### src/rtl/core/svhm_pkg.sv
// ----------------------------------------------------------------------------
// svhm_pkg: shared types and constants of the signed value histogram
// Bin geometry, field widths, command and register codes, and the structs
// that run between the control logic and the moments unit.
// ----------------------------------------------------------------------------
package svhm_pkg;

	// histogram geometry
	localparam int NUM_BINS  = 400;
	localparam int HALF_BINS = NUM_BINS / 2;
	localparam int BIN_W     = $clog2(NUM_BINS);
	localparam int NZ_W      = $clog2(NUM_BINS + 1);

	// field widths
	localparam int CMD_W     = 2;
	localparam int SMP_W     = 16;
	localparam int BKT_W     = 6;
	localparam int CNT_W     = 16;
	localparam int CTR_OUT_W = 16;
	localparam int SUM_W     = 32;
	localparam int SQ_W      = 40;
	localparam int DIST_W    = 9;

	// configuration port
	localparam int CFG_W     = 7;
	localparam int CFG_IDX_W = 2;

	// binned value: rounding can push a magnitude slightly past the input range
	localparam int VAL_W     = SMP_W + 2;
	localparam int MAG_W     = SMP_W + 1;

	// shared divider
	localparam int DIV_W     = 16;
	localparam int DVS_W     = CFG_W;

	// bucket address walk reaches past the last bin by up to a full bucket
	localparam int SPAN_W    = $clog2(NUM_BINS + (2 ** BKT_W) * (2 ** CFG_W));
	localparam int CTR_W     = SPAN_W + 2;

	localparam logic [CNT_W-1:0] CNT_MAX = '1;

	typedef enum logic [CMD_W-1:0] {
		CMD_CLEAR       = 2'd0,
		CMD_ADD         = 2'd1,
		CMD_READ_BIN    = 2'd2,
		CMD_READ_BUCKET = 2'd3
	} cmd_e_t;

	typedef enum logic [CFG_IDX_W-1:0] {
		CFG_ROUND_ENABLE = 2'd0,
		CFG_ROUND_STEP   = 2'd1,
		CFG_BUCKET_WIDTH = 2'd2
	} cfg_idx_e_t;

	// request into the moments unit
	typedef struct packed {
		logic                    clear;
		logic                    add;
		logic signed [VAL_W-1:0] value;
	} mom_upd_t;

	// running totals out of the moments unit
	typedef struct packed {
		logic        [CNT_W-1:0] count;
		logic signed [SUM_W-1:0] sum;
		logic        [SQ_W-1:0]  square;
	} mom_tot_t;

	// saturating add of two counts
	function automatic logic [CNT_W-1:0] sat_add_cnt(input logic [CNT_W-1:0] a,
		input logic [CNT_W-1:0] b);
		logic [CNT_W:0] s;
		s = {1'b0, a} + {1'b0, b};
		return s[CNT_W] ? CNT_MAX : s[CNT_W-1:0];
	endfunction

endpackage

### src/rtl/core/svhm_moments.sv
// ----------------------------------------------------------------------------
// svhm_moments: running count, sum and sum of squares
// Two stages: square of the binned value, then saturating accumulation.
// Totals reflect an add once it has passed the square and accumulation stages.
// ----------------------------------------------------------------------------
module svhm_moments (
	input  logic               clk,
	input  logic               arst_n,
	input  svhm_pkg::mom_upd_t upd,
	output svhm_pkg::mom_tot_t tot
);
	import svhm_pkg::*;

	logic                    add_s1;
	logic signed [VAL_W-1:0] val_s1;
	logic [2*MAG_W-1:0]      sq_s1;

	logic [CNT_W-1:0]        count_q;
	logic signed [SUM_W-1:0] sum_q;
	logic [SQ_W-1:0]         square_q;

	logic [MAG_W-1:0]        mag;
	logic signed [SUM_W+1:0] sum_ext;
	logic [SQ_W:0]           sq_ext;

	always_comb begin
		mag     = upd.value[VAL_W-1] ? MAG_W'(-upd.value) : MAG_W'(upd.value);
		sum_ext = (SUM_W+2)'(sum_q) + (SUM_W+2)'(val_s1);
		sq_ext  = {1'b0, square_q} + (SQ_W+1)'(sq_s1);
	end

	// stage 1: square
	always_ff @(posedge clk or negedge arst_n) begin
		if (!arst_n) begin
			add_s1 <= 1'b0;
			val_s1 <= '0;
			sq_s1  <= '0;
		end else begin
			add_s1 <= upd.add && !upd.clear;
			val_s1 <= upd.value;
			sq_s1  <= mag * mag;
		end
	end

	// stage 2: saturating accumulation
	always_ff @(posedge clk or negedge arst_n) begin
		if (!arst_n) begin
			count_q  <= '0;
			sum_q    <= '0;
			square_q <= '0;
		end else if (upd.clear) begin
			count_q  <= '0;
			sum_q    <= '0;
			square_q <= '0;
		end else if (add_s1) begin
			if (count_q != CNT_MAX) begin
				count_q <= count_q + CNT_W'(1);
			end
			if (sum_ext[SUM_W+1:SUM_W-1] != {3{sum_ext[SUM_W+1]}}) begin
				sum_q <= sum_ext[SUM_W+1] ? {1'b1, {(SUM_W-1){1'b0}}}
					: {1'b0, {(SUM_W-1){1'b1}}};
			end else begin
				sum_q <= sum_ext[SUM_W-1:0];
			end
			square_q <= sq_ext[SQ_W] ? {SQ_W{1'b1}} : sq_ext[SQ_W-1:0];
		end
	end

	assign tot.count  = count_q;
	assign tot.sum    = sum_q;
	assign tot.square = square_q;

endmodule

### config.mk
export PLATFORM = sky130hd
export DESIGN_NAME = svhm_moments
export DESIGN_NICKNAME = d
export VERILOG_FILES = /design/src/rtl/core/svhm_pkg.sv /design/src/rtl/core/svhm_moments.sv
export SDC_FILE = /design/constraint.sdc
export NUM_CORES = 1
export LEC_CHECK = 0
export CORE_UTILIZATION = 30
export CTS_CLUSTER_DIAMETER = 60
export DETAILED_ROUTE_END_ITERATION = 10
export DONT_BUFFER_PORTS = 1
export REMOVE_ABC_BUFFERS = 1
export SLEW_MARGIN = 15
export SYNTH_ARGS = -nofsm -noshare
export SYNTH_HDL_FRONTEND = slang
export SYNTH_SLANG_ARGS = --single-unit
### constraint.sdc
create_clock -name clk -period 4.8 [get_ports clk]
set_input_delay 0.96 -clock clk [delete_from_list [all_inputs] [get_ports clk]]
set_output_delay 0.96 -clock clk [all_outputs]
set_load 0.02 [all_outputs]
==> summary.md <==
## Status
- outcome: complete, but fails checks
- violated checks: negative setup slack

## Logic synthesis
- Post-synth EDFFs: 0
- number of warnings issued by yosys: 0
- flop and latch count out of synthesis: 139
- synth unique cells: 62
- synthesized area per cell: 9.05 um2
- cell type with the largest total area after synthesis: fa_1
- Synth Cell Area: 16600 um2
- portion of the post-synthesis area used by sequential elements: 21.0%
- cells taking the most area after synthesis: fa_1, dfrtp_1, ha_1
- ys flop type: dfrtp_1
- top-area cell type share of the netlist area: 23.7%
- instance count of the mapped netlist: 1834
- fraction of registers with async set/reset: 100%

## Drt
- detailed-route via count: 13800
- post-detailed-route count of antenna-violating nets: 0
- number of remaining DRC errors: 0
- Total Routed Length: 45.2 mm
- first-pass iteration count of the detailed router: 6
- drt first-iter violations: 793
- average routed wire per standard cell: 16.4 um
- via density per instance: 4.98

## Timing
- Peak Freq: 0.121 GHz
- share of the clock period used by the worst path after layout: 173%
- Fin Clk Skew: 0.0164 ns
- minimum clock period: 8.28 ns
- total negative slack for setup checks: -70.27 ns
- worst rel slew slack: 38.4%
- slew of the pin with the lowest slew margin: 0.925 ns
- Pins Over Slew Limit: 0
- number of setup violations in the final report: 29
- final hold violations: 0
- Final WS setup: -3.48 ns
- unrepaired setup endpoints after global routing: yes

## Placed design
- number of placed instances with taps included: 2705
- PortBufs: 0
- placer congestion estimate: 0.885
- HPWL Detailed: 36.1 mm
- cell area after placement: 19000 um2

## Cells and area
- number of filler cells placed in the layout: 5409
- Layout Nets: 2446
- FF+latch area: 3480 um2
- fraction of layout instances using a drive strength above 1: 20.2%
- number of diodes: 0
- number of cells in the finished layout apart from fillers: 2765
- growth of design area from synthesis to finish: 23.9%
- final instance area: 20600 um2
- Final Util: 37.9%
- footprint of the multi-input gates: 12500 um2

## Floorplanning
- floorplan die area: 56200 um2
- standard-cell row count: 85
- core box area: 54200 um2
- die width: 237 um
- die height: 237 um
- starting utilization of the core area: 30.6%
- Boundary Pins: 110

## CTS
- H-tree depth: 4
- library cell used as clock root buffer: clkbuf_16
- CTS tree: done
- Longest Clk Path Bufs: 2
- latest clock arrival within the worst-skew pair: 0.45 ns
- Num CTS Buffers: 17
- Reg clk slew, reported paths: 0.07 ns
- # clock sinks: 139

## Setup path
- endpoint kind of the worst setup timing path: flop
- cell with the biggest individual delay on the critical path: fa_1
- delay of the slowest critical-path stage: 0.56 ns
- worst reg2reg path startpoint: square_q[10]
- endpoint required time on the critical path: 5.12 ns
- worst-path maximum fanout: 4
- Setup crit start kind: primary input
- Worst path most repeated cell: fa_1
- startpoint-to-endpoint class of the critical path: in -> reg
- flop2flop setup slack: 0.40 ns
- crit path buf inv count: 5
- cell family with most CP delay: adder cells
- crit path DAT: 8.61 ns
- cells on worst reg2reg path: 10
- Crit path depth: 29
- Crit Reg-Reg Endpoint: square_q[4]

## Global routing
- number of antenna violations at the first check in global routing: 0
- GR Overflow Total: 0
- pin count of the biggest net entering global routing: 140
- vias in the first global route: 14200
- wire length of the first global-routing pass: 73.6 mm
- global-route usage over all layers: 16.3%

## Flow run
- max-cap viol count: 0

## Min path
- type of the tightest min-delay check: in -> async

[layout by cell type (no fill, tap or decap), types with 19 or more instances in the layout]
cell type and count:
and3_1 19, dfrtp_1 138, nand3_1 21, ha_1 157
a22oi_1 31, nor2_1 161, buf_4 239, a21o_1 40
xor2_1 48, inv_1 269, a21oi_1 84, xnor2_1 58
a211oi_1 19, a311oi_1 31, fa_1 188, o21ai_0 47
nand2_1 164
[metrics by stage]
step	worst slack [ns]	hold WS (ns)
after detailed placement	-4.37	0.663
final	-3.48	0.213
after floorplan	-4.14	0.584
after CTS	-3.52	0.184
after global placement	-4.25	0.654
after global routing	-3.69	0.189
[layout make-up]
type,instances,share of cell area [%]
Timing Repair Buffer,259,9.90
Inverter,292,5.37
Tap cell,696,4.24
Clock buffer,18,2.14
Clock inverter,12,0.675
Multi-Input combinational cell,1349,60.8
Sequential cell,139,16.9
[metal layers]
metal	up-vias	global-route usage, %	wire length, um
met4	0	4.09	762
met2	251	29.5	23600
met3	46	1.67	1680
li1	6547	-	-
met5	-	0	0
met1	6933	20.7	19200
[kinds of logic after synthesis]
logic type	after synthesis	share of synthesized area, %
and+or+nand+nor	483	13.0
AOI/OAI and AO/OA	379	15.3
adders and majority gates	366	36.5
buffers and inverters	346	7.84
DFF	139	21.0
xor gates and xnor gates	119	6.28
muxes	2	0.121
[synth_stat cells, types with 4 or more instances]
| cell type | instances |
|---|---|
| o211ai_1 | 9 |
| o41ai_1 | 5 |
| o21a_1 | 9 |
| and2_1 | 7 |
| clkinv_1 | 9 |
| and3_1 | 22 |
| xor2_1 | 51 |
| or2_2 | 4 |
| or3_1 | 9 |
| nand2b_1 | 10 |
| clkbuf_1 | 51 |
| a31oi_1 | 13 |
| a22oi_1 | 31 |
| o21ai_0 | 61 |
| a21o_1 | 40 |
| a21boi_0 | 5 |
| a211oi_1 | 21 |
| nor2b_1 | 17 |
| o31ai_1 | 9 |
| xnor2_1 | 68 |
| nand2_1 | 171 |
| nor3_1 | 19 |
| nand3_1 | 22 |
| a311oi_1 | 31 |
| ha_1 | 170 |
| dfrtp_1 | 139 |
| fa_1 | 196 |
| nor2_1 | 171 |
| o21bai_1 | 15 |
| inv_1 | 281 |
| a21oi_1 | 96 |
| nand4_1 | 14 |
[flip-flops by register name (all words and copies together) (netlist names)]
register,count
add_s1,1
square_q,40
count_q,16
sum_q,32
sq_s1,33
val_s1,17
[how the worst max path moves through the flow]
stage / startpoint / slack, ns / end
global route: upd[6] / -3.69 / sq_s1[31]
detailed placement: upd[6] / -4.37 / sq_s1[31]
CTS: upd[6] / -3.52 / sq_s1[31]
floorplan: upd[6] / -4.14 / sq_s1[31]
finish: upd[6] / -3.48 / sq_s1[33]
global placement: upd[6] / -4.25 / sq_s1[31]
[timing repair]
item | in CTS | in global routing
hold buffers | 0 | 0
resized for setup | 92 | 76
endpoints found under the setup margin | 29 | 56
setup buffers | 11 | 22
hold endpoints to repair | 0 | 0
pin swaps | 45 | 84
Power is not shown: default switching activity piles up to over one toggle a cycle in this logic, so the estimate is an artifact.
