**src/rtl/core/svhm_pkg.sv**
```systemverilog
// ----------------------------------------------------------------------------
// svhm_pkg: shared types and constants of the signed value histogram
// Bin geometry, field widths, command and register codes, and the structs
// that run between the control logic and the moments unit.
// ----------------------------------------------------------------------------
package svhm_pkg;

	// histogram geometry
	localparam int NUM_BINS  = 400;
	localparam int HALF_BINS = NUM_BINS / 2;
	localparam int BIN_W     = $clog2(NUM_BINS);
	localparam int NZ_W      = $clog2(NUM_BINS + 1);

	// field widths
	localparam int CMD_W     = 2;
	localparam int SMP_W     = 16;
	localparam int BKT_W     = 6;
	localparam int CNT_W     = 16;
	localparam int CTR_OUT_W = 16;
	localparam int SUM_W     = 32;
	localparam int SQ_W      = 40;
	localparam int DIST_W    = 9;

	// configuration port
	localparam int CFG_W     = 7;
	localparam int CFG_IDX_W = 2;

	// binned value: rounding can push a magnitude slightly past the input range
	localparam int VAL_W     = SMP_W + 2;
	localparam int MAG_W     = SMP_W + 1;

	// shared divider
	localparam int DIV_W     = 16;
	localparam int DVS_W     = CFG_W;

	// bucket address walk reaches past the last bin by up to a full bucket
	localparam int SPAN_W    = $clog2(NUM_BINS + (2 ** BKT_W) * (2 ** CFG_W));
	localparam int CTR_W     = SPAN_W + 2;

	localparam logic [CNT_W-1:0] CNT_MAX = '1;

	typedef enum logic [CMD_W-1:0] {
		CMD_CLEAR       = 2'd0,
		CMD_ADD         = 2'd1,
		CMD_READ_BIN    = 2'd2,
		CMD_READ_BUCKET = 2'd3
	} cmd_e_t;

	typedef enum logic [CFG_IDX_W-1:0] {
		CFG_ROUND_ENABLE = 2'd0,
		CFG_ROUND_STEP   = 2'd1,
		CFG_BUCKET_WIDTH = 2'd2
	} cfg_idx_e_t;

	// request into the moments unit
	typedef struct packed {
		logic                    clear;
		logic                    add;
		logic signed [VAL_W-1:0] value;
	} mom_upd_t;

	// running totals out of the moments unit
	typedef struct packed {
		logic        [CNT_W-1:0] count;
		logic signed [SUM_W-1:0] sum;
		logic        [SQ_W-1:0]  square;
	} mom_tot_t;

	// saturating add of two counts
	function automatic logic [CNT_W-1:0] sat_add_cnt(input logic [CNT_W-1:0] a,
		input logic [CNT_W-1:0] b);
		logic [CNT_W:0] s;
		s = {1'b0, a} + {1'b0, b};
		return s[CNT_W] ? CNT_MAX : s[CNT_W-1:0];
	endfunction

endpackage

```
**src/rtl/core/svhm_div.sv**
```systemverilog
// ----------------------------------------------------------------------------
// svhm_div: iterative unsigned divider
// Restoring division, one quotient bit per cycle; shared by the rounding
// path and the bucket layout computation.
// ----------------------------------------------------------------------------
module svhm_div (
	input  logic                      clk,
	input  logic                      arst_n,
	input  logic                      start,
	input  logic [svhm_pkg::DIV_W-1:0] dividend,
	input  logic [svhm_pkg::DVS_W-1:0] divisor,
	output logic                      busy,
	output logic [svhm_pkg::DIV_W-1:0] quotient,
	output logic [svhm_pkg::DVS_W-1:0] remainder
);
	import svhm_pkg::*;

	localparam int STEP_W = $clog2(DIV_W + 1);

	logic              busy_q;
	logic [STEP_W-1:0] step_q;
	logic [DIV_W-1:0]  work_q;
	logic [DVS_W-1:0]  rem_q;
	logic [DVS_W-1:0]  dvs_q;

	logic [DVS_W:0]    part;
	logic              fits;
	logic [DVS_W:0]    diff;

	// one trial subtraction per cycle
	always_comb begin
		part = {rem_q, work_q[DIV_W-1]};
		fits = part >= {1'b0, dvs_q};
		diff = part - {1'b0, dvs_q};
	end

	always_ff @(posedge clk or negedge arst_n) begin
		if (!arst_n) begin
			busy_q <= 1'b0;
			step_q <= '0;
			work_q <= '0;
			rem_q  <= '0;
			dvs_q  <= '0;
		end else if (start) begin
			busy_q <= 1'b1;
			step_q <= STEP_W'(DIV_W);
			work_q <= dividend;
			rem_q  <= '0;
			dvs_q  <= divisor;
		end else if (busy_q) begin
			work_q <= {work_q[DIV_W-2:0], fits};
			rem_q  <= fits ? diff[DVS_W-1:0] : part[DVS_W-1:0];
			step_q <= step_q - STEP_W'(1);
			if (step_q == STEP_W'(1)) begin
				busy_q <= 1'b0;
			end
		end
	end

	assign busy      = busy_q;
	assign quotient  = work_q;
	assign remainder = rem_q;

endmodule

```
**config.mk**
```make
export PLATFORM = sky130hd
export DESIGN_NAME = svhm_div
export DESIGN_NICKNAME = d
export VERILOG_FILES = /design/src/rtl/core/svhm_pkg.sv /design/src/rtl/core/svhm_div.sv
export SDC_FILE = /design/constraint.sdc
export NUM_CORES = 1
export LEC_CHECK = 0
export BUFFER_PORTS_ARGS = -buffer_cell sky130_fd_sc_hd__buf_2
export CAP_MARGIN = 20
export CORE_MARGIN = 5
export CORE_UTILIZATION = 50
export CTS_BUF_LIST = sky130_fd_sc_hd__clkbuf_8
export DETAILED_ROUTE_END_ITERATION = 8
export GPL_ROUTABILITY_DRIVEN = 0
export MAX_ROUTING_LAYER = met4
export PLACE_DENSITY = 0.77
export SLEW_MARGIN = 20
export SYNTH_ARGS = -nofsm -noshare
export SYNTH_HDL_FRONTEND = slang
export SYNTH_SLANG_ARGS = --single-unit
export TNS_END_PERCENT = 10
```
**constraint.sdc**
```tcl
create_clock -name clk -period 6.55 [get_ports clk]
set_input_delay 1.6375 -clock clk [delete_from_list [all_inputs] [get_ports clk]]
set_output_delay 1.6375 -clock clk [all_outputs]
set_load 0.01 [all_outputs]
```
==> PnR_summary.wiki, run 1 <==
{| class="wikitable"
! Metric !! Value
|-
| Outcome || complete, no violations
|-
| Final number of hold-violating endpoints || 0
|-
| Worst endpoint required time || approximately 4900 ps
|-
| FP Rows || 22
|-
| Placed Area || approximately 2200 µm²
|-
| Share of the cycle needed by the critical path after routing || 43.8%
|-
| Remaining routing DRC violations || 0
|-
| Synthesis warning total || 0
|-
| Most frequent standard cell in the layout excluding fill and tap cells || buf_2
|-
| TritonCTS clock tree || yes
|-
| Worst setup path class || reg2out
|-
| Max-cap violation count || 0
|-
| Starting density of the core || 52.2%
|-
| Unrepaired setup endpoints after global routing || false
|-
| Width of the die || roughly 72 µm
|-
| Htree depth || 2
|-
| Full die area || roughly 5200 µm²
|-
| Final setup violation count || 0
|-
| Number of cells traversed by the worst register-to-register path || 9
|-
| 1st-iter DRT viols || roughly 120
|-
| Via count of the first global-routing pass || ~1500
|-
| Vias per inst || around 5.2
|-
| Hold/Removal Path Class || reg2reg
|-
| Power density over the cells || 375 nW/µm²
|-
| Kind of capture point of the worst setup path || primary output
|-
| CP Max Fanout || 38
|-
| # IOs || 50
|-
| Area contributors post-synth || dfrtp_1 (46%), mux2i_1 (9.8%), o21ai_0 (5.9%)
|-
| Overall power || 0.000867 W
|-
| Critical Path AT || 1230 ps
|-
| Number of clock sinks || 36
|-
| Fraction of registers with async set/reset || between 90% and 100%
|-
| Static leakage power || around 1.2 nW
|-
| Slew @ Worst Pin || roughly 900 ps
|-
| Die Y-Extent || approximately 72 µm
|-
| Number of pins exceeding their max-slew limit in the final report || 0
|-
| Number of synthesized register bits || 36
|-
| Average wire length per cell after detail routing || ~13 µm
|-
| Relative slew slack || just over 40%
|-
| Distinct cells, synth || 33
|-
| Power dissipated by switching net loads || 0.000311 W
|-
| Share of power burned in registers || approximately 36%
|-
| Number of detailed-route iterations in the first pass || 4
|-
| Layout Cell Area excl Fill || around 2300 µm²
|-
| Cells resized by post-CTS repair || 0
|-
| Global router's overall resource usage || 16.0%
|-
| Synth-to-layout area growth || 19.2%
|-
| Fin nets || around 280
|-
| Clock insertion delay at the later pin of the skew report || 290 ps
|-
| Proportion of power drawn by combinational gates || about two fifths
|-
| Overall overflow remaining after global route || 0
|-
| Largest net degree at the start of global routing || between 60 and 70
|-
| Post-Synthesis Cells || a little under 200
|-
| Post-synthesis cell area || between 1500 and 2000 µm²
|-
| Nets in the synthesized netlist || roughly 230
|-
| Post-synthesis area per instance || around 9.9 µm²
|-
| Share of post-route cells with drive strength above 1 || around 27%
|-
| Final TNS setup || 0 ps
|-
| Part of the Yosys area used for sequential elements || 46.4%
|-
| Library cell with the largest summed area after synthesis || dfrtp_1
|-
| Max clock buf depth || 2
|-
| # hold bufs at CTS || 0
|-
| Count of antenna diodes in the layout || 0
|-
| Post-synth EDFFs || 0
|-
| Post-synth top flop || dfrtp_1
|-
| Post-Route Utilization || 62.3%
|-
| Slowest-stage cell, CP || buf_4
|-
| Achievable frequency || about 0.35 GHz
|-
| Portion of total power attributed to the clock network || 22.1%
|-
| Peak supply drop || 0.194 mV
|-
| Clock transition at the registers of the reported paths || about 70 ps
|-
| Most frequent cells in the layout || buf_2 (49), dfrtp_1 (36), nand2_1 (26), o21ai_0 (23), mux2i_1 (19)
|-
| Share of the synthesized area in the top cell type || a little under half
|-
| Internal Pwr Total || approximately 0.00056 W
|-
| Routed wire length || between 3 and 4 mm
|-
| CP Launch Type || flop
|-
| Filler instances || roughly 330
|-
| Antenna violations before repair || 0
|-
| Final HPWL DP || roughly 2.8 mm
|-
| Cells along the critical path || buf_4, buf_2
|-
| Number of buffers inserted to repair setup after CTS || 0
|-
| Cells on Worst Hold Path || 1
|-
| Buffer type at the clock tree root || clkbuf_8
|-
| Detail Route Antenna Nets || 0
|-
| Switching share of power || a little over a third
|-
| Worst path max stage delay || 410 ps
|-
| Cells after DPL || about 280
|-
| Count of buffers inserted at the top-level ports || 49
|-
| Count of non-filler cells in the finished layout || around 290
|-
| CTS Buf Count || 5
|-
| Area inside the core boundary || 3720 µm²
|-
| Total vias in the final route || around 1500
|-
| Worst clock skew || around 7.8 ps
|-
| Final Critical Period || approximately 2900 ps
|-
| First-pass GRT wire length || ~6.4 mm
|}
## routing by layer
layer  GRT usage [%]  vias to the layer above  part of all wire, %
li1                -                      770                    -
met1            20.7                      703                   48
met2            24.0                       42                   45
met3            4.02                        4                  5.6
met4            6.26                        0                  1.1
met5               -                        -                    0
## path summary, 6_finish.rpt
| check | startpoint | end | slack (ps) |
|---|---|---|---|
| worst max-delay path | busy | busy | 3680 |
| worst min-delay path | dvs_q[0] | dvs_q[0] | 520 |
| worst max register to register | quotient[15] | remainder[0] | 3960 |
| worst min register to register | dvs_q[0] | dvs_q[0] | 520 |
| max in group asynchronous | arst_n | quotient[4] | 4640 |
| min in group asynchronous | arst_n | remainder[3] | 1420 |
## synth_stat cells (all sizes together) (2+ instances only)
| cell type | count |
|---|---|
| dfrtp | 36 |
| nand2 | 26 |
| o21ai | 23 |
| mux2i | 19 |
| nor2 | 12 |
| inv | 11 |
| ha | 9 |
| clkbuf | 8 |
| a211oi | 7 |
| a21oi | 4 |
| nand2b | 4 |
| xnor2 | 4 |
| xor2 | 4 |
| a21o | 3 |
| buf | 3 |
| nor3 | 3 |
| a31o | 2 |
| a31oi | 2 |
| mux2 | 2 |
| nor2b | 2 |
## worst max-delay path, delay by kind of cell (launching register included)
kind     cells  cell delay [ps]
buf+inv      2              630
flops        1              320
## stage by stage
step	setup slack [ps]	hold WS, ps
after floorplan	4190	485
after global placement	3680	497
after detailed placement	3620	508
after CTS	3650	525
after global routing	3590	553
final	3680	522
## flip-flops by register name (all words and copies together) (netlist names)
signal,cells
busy,1
dvs_q,7
quotient,16
remainder,7
step_q,5
## power by group through the flow
stage          Clock (W)  Sequential (W)  Combinational (W)
2_1_floorplan          0        0.000325           0.000270
3_3_place_gp           0        0.000317           0.000353
3_5_place_dp           0        0.000316           0.000364
4_1_cts         0.000196        0.000312           0.000366
5_1_grt         0.000205        0.000321           0.000402
6_report        0.000192        0.000312           0.000363
## cell families (layout without fill, tap and decap cells)
group	Yosys count	in the layout	synth area share [%]
adder cells (fa/ha/maj)	10	10	6.83
XOR/XNOR	8	8	3.61
buffers and inverters	22	69	4.77
AND/OR/NAND/NOR	54	54	12.9
multiplexers	21	21	11.0
AO/OA/AOI/OAI	45	45	14.5
flip-flops	36	36	46.4
## cell type report
class	count	area [µm²]	area share, %
inverter	11	41.3	1.78
tap	48	60.1	2.60
clock buffer	5	68.8	2.97
clock inverter	3	42.5	1.84
timing repair buffer	50	253	10.9
multi-input combinational	138	947	40.9
sequential	36	901	38.9
Note: power is estimated with default switching activity, not from simulation.
==> inputs of run 2 (changes only) <==
CORE_UTILIZATION = 49   (was 50)
PLACE_DENSITY = 0.79   (was 0.77)
clock period = 2.4 ns   (was 6.55 ns; I/O delays follow)
==> run 2 against run 1 <==
Sequential cell count stayed put; clock power increased by 120%; cell area increased by 1.2%; routed wire length grew 5.5%; register-to-register slack lost 3900 ps; highest routed layer unchanged.
==> PnR_summary.wiki, run 2 (synthesis gave the netlist of run 1 again) <==
{| class="wikitable"
! Metric !! Value
|-
| Final worst setup slack || 70.0 ps (-3610 ps)
|-
| Final setup violation count || 0 (unchanged)
|-
| Peak supply drop || 0.545 mV (+180%)
|-
| Starting density of the core || 51.8% (-0.38 points)
|-
| Worst setup path class || reg2reg
|-
| Via count of the first global-routing pass || 1570 (+8.1%)
|-
| Global router's overall resource usage || 17.3% (+1.3 points)
|-
| Share of post-route cells with drive strength above 1 || 28.6% (+1.5 points)
|-
| Achievable frequency || between 0.4 and 0.5 GHz
|-
| Most frequent standard cell in the layout excluding fill and tap cells || buf_2
|-
| Buffer type at the clock tree root || clkbuf_8
|-
| Area taken by flip-flops and latches || 901 µm² (unchanged)
|-
| Worst R2R Start || quotient[15]
|-
| Overall overflow remaining after global route || 0 (unchanged)
|-
| Total vias in the final route || 1570 (+3.4%)
|-
| Static leakage power || 1.27 nW (+2.1%)
|-
| Number of clock sinks || 36 (unchanged)
|-
| Final TNS setup || 0 ps (unchanged)
|-
| First-pass GRT wire length || 6.92 mm (+8.2%)
|-
| Clock insertion delay at the later pin of the skew report || 280 ps (about the same)
|-
| Vias per inst || 5.30 (+1.6%)
|-
| Hold/Removal Path Class || in2async
|-
| Die Y-Extent || 72.9 µm (+0.87%)
|-
| Worst path max stage delay || 400 ps (about the same)
|-
| Critical Path AT || 2530 ps (+1300 ps)
|-
| Worst reg-to-reg setup slack || 70 ps (-3890 ps)
|-
| Share of the cycle needed by the critical path after routing || 97.1%
|-
| # hold bufs at CTS || 0 (unchanged)
|-
| Post-Place Setup Slack || 90.1 ps (-3530 ps)
|-
| Endpoint of the lowest-slack register-to-register path || remainder[0]
|-
| Max-cap violation count || 0 (unchanged)
|-
| # IOs || 50 (unchanged)
|-
| Width of the die || 72.9 µm (+0.87%)
|-
| Count of antenna diodes in the layout || 0 (unchanged)
|-
| Worst endpoint required time || 2600 ps (-2310 ps)
|-
| Unrepaired setup endpoints after global routing || true
|-
| Full die area || 5320 µm² (+1.8%)
|-
| Area inside the core boundary || 3740 µm² (+0.74%)
|-
| Average wire length per cell after detail routing || 13.7 µm (+3.7%)
|-
| Slowest-stage cell, CP || fa_1
|-
| Area used by multi-input combinational logic || 956 µm² (+0.92%)
|-
| Synth-to-layout area growth || 20.7%
|-
| Most prevalent standard cell on the critical path || inv_1
|-
| Most frequent cells in the layout || buf_2 (49), dfrtp_1 (36), nand2_1 (26), o21ai_0 (23), mux2i_1 (19)
|-
| Slew @ Worst Pin || 776 ps (-109 ps)
|-
| Final HPWL DP || 2.98 mm (+7.9%)
|-
| FP Rows || 22 (unchanged)
|-
| Routed wire length || 4.07 mm (+5.5%)
|-
| Number of pins exceeding their max-slew limit in the final report || 0 (unchanged)
|-
| Kind of capture point of the worst setup path || flop
|-
| Outcome || complete, no violations
|-
| Final Critical Period || about 2300 ps
|-
| Clock transition at the registers of the reported paths || 70 ps (about the same)
|-
| Largest net degree at the start of global routing || 37 (-39%)
|-
| Number of cells traversed by the worst register-to-register path || 9 (unchanged)
|-
| CTS Buf Count || 5 (unchanged)
|-
| Cells along the critical path || inv_1, ha_1, inv_1, fa_1, a211o_1, a21oi_1, o21a_2, mux2_2, a211oi_2
|-
| Htree depth || 2 (unchanged)
|-
| Final number of hold-violating endpoints || 0 (unchanged)
|-
| 1st-iter DRT viols || 78 (-34%)
|-
| Remaining routing DRC violations || 0 (unchanged)
|-
| Detail Route Antenna Nets || 0 (unchanged)
|-
| Worst clock skew || 6.16 ps (-1.69 ps)
|-
| Power density over the cells || 1010 nW/µm² (+170%)
|-
| TritonCTS clock tree || yes
|-
| Critical Path Start || quotient[15]
|-
| Flip-flop count of the largest register, all copies and words added || 16 (unchanged)
|-
| Number of detailed-route iterations in the first pass || 4 (unchanged)
|-
| Relative slew slack || 48.3% (+7.3 points)
|-
| Count of buffers inserted at the top-level ports || 49 (unchanged)
|-
| Antenna violations before repair || 0 (unchanged)
|-
| CP Launch Type || flop
|-
| Max clock buf depth || 2 (unchanged)
|-
| Fin nets || 283 (+1.8%)
|-
| CP Max Fanout || 3 (-92%)
|-
| Filler instances || 328 (-1.5%)
|}
==> run 2: through the flow <==
stage               instance area, µm²  total power [W]  utilization, %  cells  hold slack (ps)
floorplan                         1940          0.00162               -    196              304
global placement                  2230          0.00185            59.6    287              497
detailed placement                2230          0.00190            59.6    287              505
CTS                               2320          0.00233            62.0    295              416
global route                      2340          0.00254            62.6    296              467
finish                            2340          0.00236            62.6    296              394
==> run 2: cell type report <==
class                           instances  share of cell area [%]
Clock buffer                            6                    3.53
Clock inverter                          2                   0.321
Inverter                               11                    1.76
Multi-Input combinational cell        138                    40.8
Sequential cell                        36                    38.5
Tap cell                               48                    2.56
Timing Repair Buffer                   55                    12.6
==> run 2: worst max-delay path by stage <==
stage	cells after the start	slack [ps]	end
after detailed placement	9	90	remainder[0]
after global placement	9	140	remainder[0]
after floorplan	9	140	remainder[0]
final	9	70	remainder[0]
after CTS	9	60	remainder[0]
after global routing	9	-40	remainder[0]
==> run 2: critical path, delay by kind of cell, from the launching register on <==
kind	cells	cell delay, ps
flops	1	390
mux	1	340
compound gates	4	820
buf+inv	2	120
fa+ha+maj	2	560
==> run 2: where the power goes <==
group	total (W)	switching, W	internal, W
combinational	0.00107	0.000546	0.000527
sequential	0.000862	0.000123	0.000739
clock	0.000423	0.000198	0.000225
==> run 2: metal layers <==
layer,vias to the layer above,track usage [%],share of wire [%]
met1,745,21.2,45
met4,0,7.38,1.5
li1,779,-,-
met5,-,-,0
met3,7,3.99,6.2
met2,39,27.3,48
==> run 2: repair_timing <==
item	4_1_cts	5_1_grt
setup endpoints to repair	0	5
resized for setup	0	3
buffers inserted	0	1
==> inputs of run 3 (changes only) <==
REMOVE_ABC_BUFFERS = 1   (was unset)
==> run 3 against run 2 <==
First-iteration DRC count decreased by 15%; cell count down 0.34%; maximum frequency up 3.8%; cell area up 0.37%; non-clock buffer count is 1 lower.
==> PnR_summary.wiki, run 3 (synthesis gave the netlist of run 1 again) <==
{| class="wikitable"
! Metric !! Value
|-
| Layout Cell Area excl Fill || 2350 µm² (+0.37%)
|-
| Critical Path AT || 2450 ps (-80 ps)
|-
| Overall power || 0.00243 W (+3.1%)
|-
| Routed wire length || 4.01 mm (-1.3%)
|-
| Via count of the first global-routing pass || 1577 (+0.45%)
|-
| Count of antenna diodes in the layout || 0 (unchanged)
|-
| # hold bufs at CTS || 0 (unchanged)
|-
| # IOs || 50 (unchanged)
|-
| Peak supply drop || 0.497 mV (-8.9%)
|-
| Cells after DPL || 287 (unchanged)
|-
| CP Launch Type || flop
|-
| Count of non-filler cells in the finished layout || 295 (-0.34%)
|-
| Number of clock sinks || 36 (unchanged)
|-
| Htree depth || 2 (unchanged)
|-
| Count of buffers inserted at the top-level ports || 49 (unchanged)
|-
| Largest net degree at the start of global routing || 37 (unchanged)
|-
| Most frequent standard cell in the layout excluding fill and tap cells || buf_2
|-
| Final HPWL DP || 2.85 mm (-4.1%)
|-
| Buffer type at the clock tree root || clkbuf_8
|-
| Number of pins exceeding their max-slew limit in the final report || 0 (unchanged)
|-
| Achievable frequency || 0.445 GHz (+3.8%)
|-
| Max clock buf depth || 2 (unchanged)
|-
| Final TNS setup || 0 ps (unchanged)
|-
| Number of buffers inserted to repair setup after CTS || 0 (unchanged)
|-
| Fin nets || 282 (-0.35%)
|-
| Outcome || complete, no violations
|-
| Worst endpoint required time || 2610 ps (about the same)
|-
| Total vias in the final route || 1580 (+0.64%)
|-
| Hold/Removal Path Class || in2async
|-
| Most prevalent standard cell on the critical path || inv_1
|-
| Flip-flop count of the largest register, all copies and words added || 16 (unchanged)
|-
| Final Critical Period || 2250 ps (-84.6 ps)
|-
| Overall overflow remaining after global route || 0 (unchanged)
|-
| Full die area || 5320 µm² (unchanged)
|-
| 1st-iter DRT viols || 66 (-15%)
|-
| Worst path max stage delay || 400 ps (about the same)
|-
| Worst setup path class || reg2reg
|-
| Antenna violations before repair || 0 (unchanged)
|-
| Relative slew slack || 48.1% (-0.21 points)
|-
| Worst clock skew || 7.59 ps (+1.43 ps)
|-
| Share of post-route cells with drive strength above 1 || 28.7% (+0.12 points)
|-
| Cells resized by post-CTS repair || 0 (unchanged)
|-
| Final number of hold-violating endpoints || 0 (unchanged)
|-
| Vias per inst || 5.36 (+0.98%)
|-
| TritonCTS clock tree || yes
|-
| Slowest-stage cell, CP || dfrtp_1
|-
| Cells along the critical path || inv_1, ha_1, inv_1, fa_2, a211o_1, a21oi_1, o21a_2, mux2_2, a211oi_2
|-
| Static leakage power || 1.27 nW (about the same)
|-
| Share of the cycle needed by the critical path after routing || 93.6% (-3.5 points)
|-
| Remaining routing DRC violations || 0 (unchanged)
|-
| Area inside the core boundary || 3740 µm² (unchanged)
|-
| Crit path buffers/inverters || 2 (unchanged)
|-
| Kind of capture point of the worst setup path || flop
|-
| Clock transition at the registers of the reported paths || 70 ps (about the same)
|-
| Die Y-Extent || 72.9 µm (unchanged)
|-
| Number of detailed-route iterations in the first pass || 5 (+1)
|-
| Unrepaired setup endpoints after global routing || false
|-
| Slew @ Worst Pin || 779 ps (+3.20 ps)
|-
| CP Max Fanout || 3 (unchanged)
|-
| CTS Buf Count || 5 (unchanged)
|-
| Power density over the cells || 1030 nW/µm² (+2.7%)
|-
| Detail Route Antenna Nets || 0 (unchanged)
|-
| Final setup violation count || 0 (unchanged)
|-
| Starting density of the core || 51.8% (unchanged)
|-
| Width of the die || 72.9 µm (unchanged)
|-
| First-pass GRT wire length || 6.94 mm (+0.30%)
|-
| Critical path's top delay family || compound AO/OA/AOI/OAI gates
|-
| Clock insertion delay at the later pin of the skew report || 290 ps (about the same)
|-
| FP Rows || 22 (unchanged)
|-
| Placed Area || 2230 µm² (unchanged)
|-
| Filler instances || 326 (-0.61%)
|-
| Average wire length per cell after detail routing || 13.6 µm (-0.94%)
|-
| Max-cap violation count || 0 (unchanged)
|-
| Global router's overall resource usage || 16.8% (-0.49 points)
|-
| Synth-to-layout area growth || 21.1%
|-
| Most frequent cells in the layout || buf_2 (49), dfrtp_1 (36), nand2_1 (26), o21ai_0 (23), mux2i_1 (19)
|}
## run 3: cell count changes in the layout (fill, tap and decap cells not counted), sizes merged
| cell | change |
|---|---|
| bufinv | +1 |
| clkbuf | -1 |
| buf | -1 |
| inv | -1 |
| clkinv | +1 |
## run 3: cell type report
| type | instances | area [µm²] | area share, % |
|---|---|---|---|
| Multi-Input combinational cell | 138 | 955 | 40.6 |
| Timing Repair Buffer | 54 | 287 | 12.2 |
| Tap cell | 48 | 60.1 | 2.55 |
| Clock buffer | 5 | 68.8 | 2.93 |
| Inverter | 11 | 41.3 | 1.76 |
| Clock inverter | 3 | 38.8 | 1.65 |
| Sequential cell | 36 | 901 | 38.3 |
## run 3: stage by stage
step / util, % / hold WS (ps) / setup slack (ps)
floorplan: - / 304 / 19.6
global placement: 59.6 / 507 / 151
detailed placement: 59.6 / 513 / 86.1
CTS: 62.5 / 423 / 61.3
global route: 62.8 / 470 / 30.1
finish: 62.8 / 383 / 155
## run 3: worst register-to-register path: stages (launching register included)
cell	delay, ps
dfrtp_1	400
inv_1	80
ha_1	160
inv_1	50
fa_2	350
a211o_1	300
a21oi_1	140
o21a_2	150
mux2_2	340
a211oi_2	210
## run 3: metal layers
metal,track usage (%),wire [µm]
met1,22.9,1870
met2,25.3,1790
met3,4.27,316
met4,3.69,38
met5,-,0
## run 3: path summary, 6_finish.rpt
| path | from | endpoint | slack, ps | depth (start not counted) |
|---|---|---|---|---|
| min | arst_n | remainder[5] | 380 | 1 |
| max reg2reg | quotient[15] | remainder[0] | 150 | 9 |
| max in group asynchronous | arst_n | busy | 1520 | 1 |
| min reg2reg | dvs_q[0] | dvs_q[0] | 520 | 1 |
| min in group clk | dividend[6] | quotient[6] | 510 | 3 |
| max | quotient[15] | remainder[0] | 150 | 9 |
## run 3: power by group
| part | switching, W | internal (W) |
|---|---|---|
| clock network | 0.000220 | 0.000304 |
| logic | 0.000531 | 0.000511 |
| registers | 0.000128 | 0.000738 |
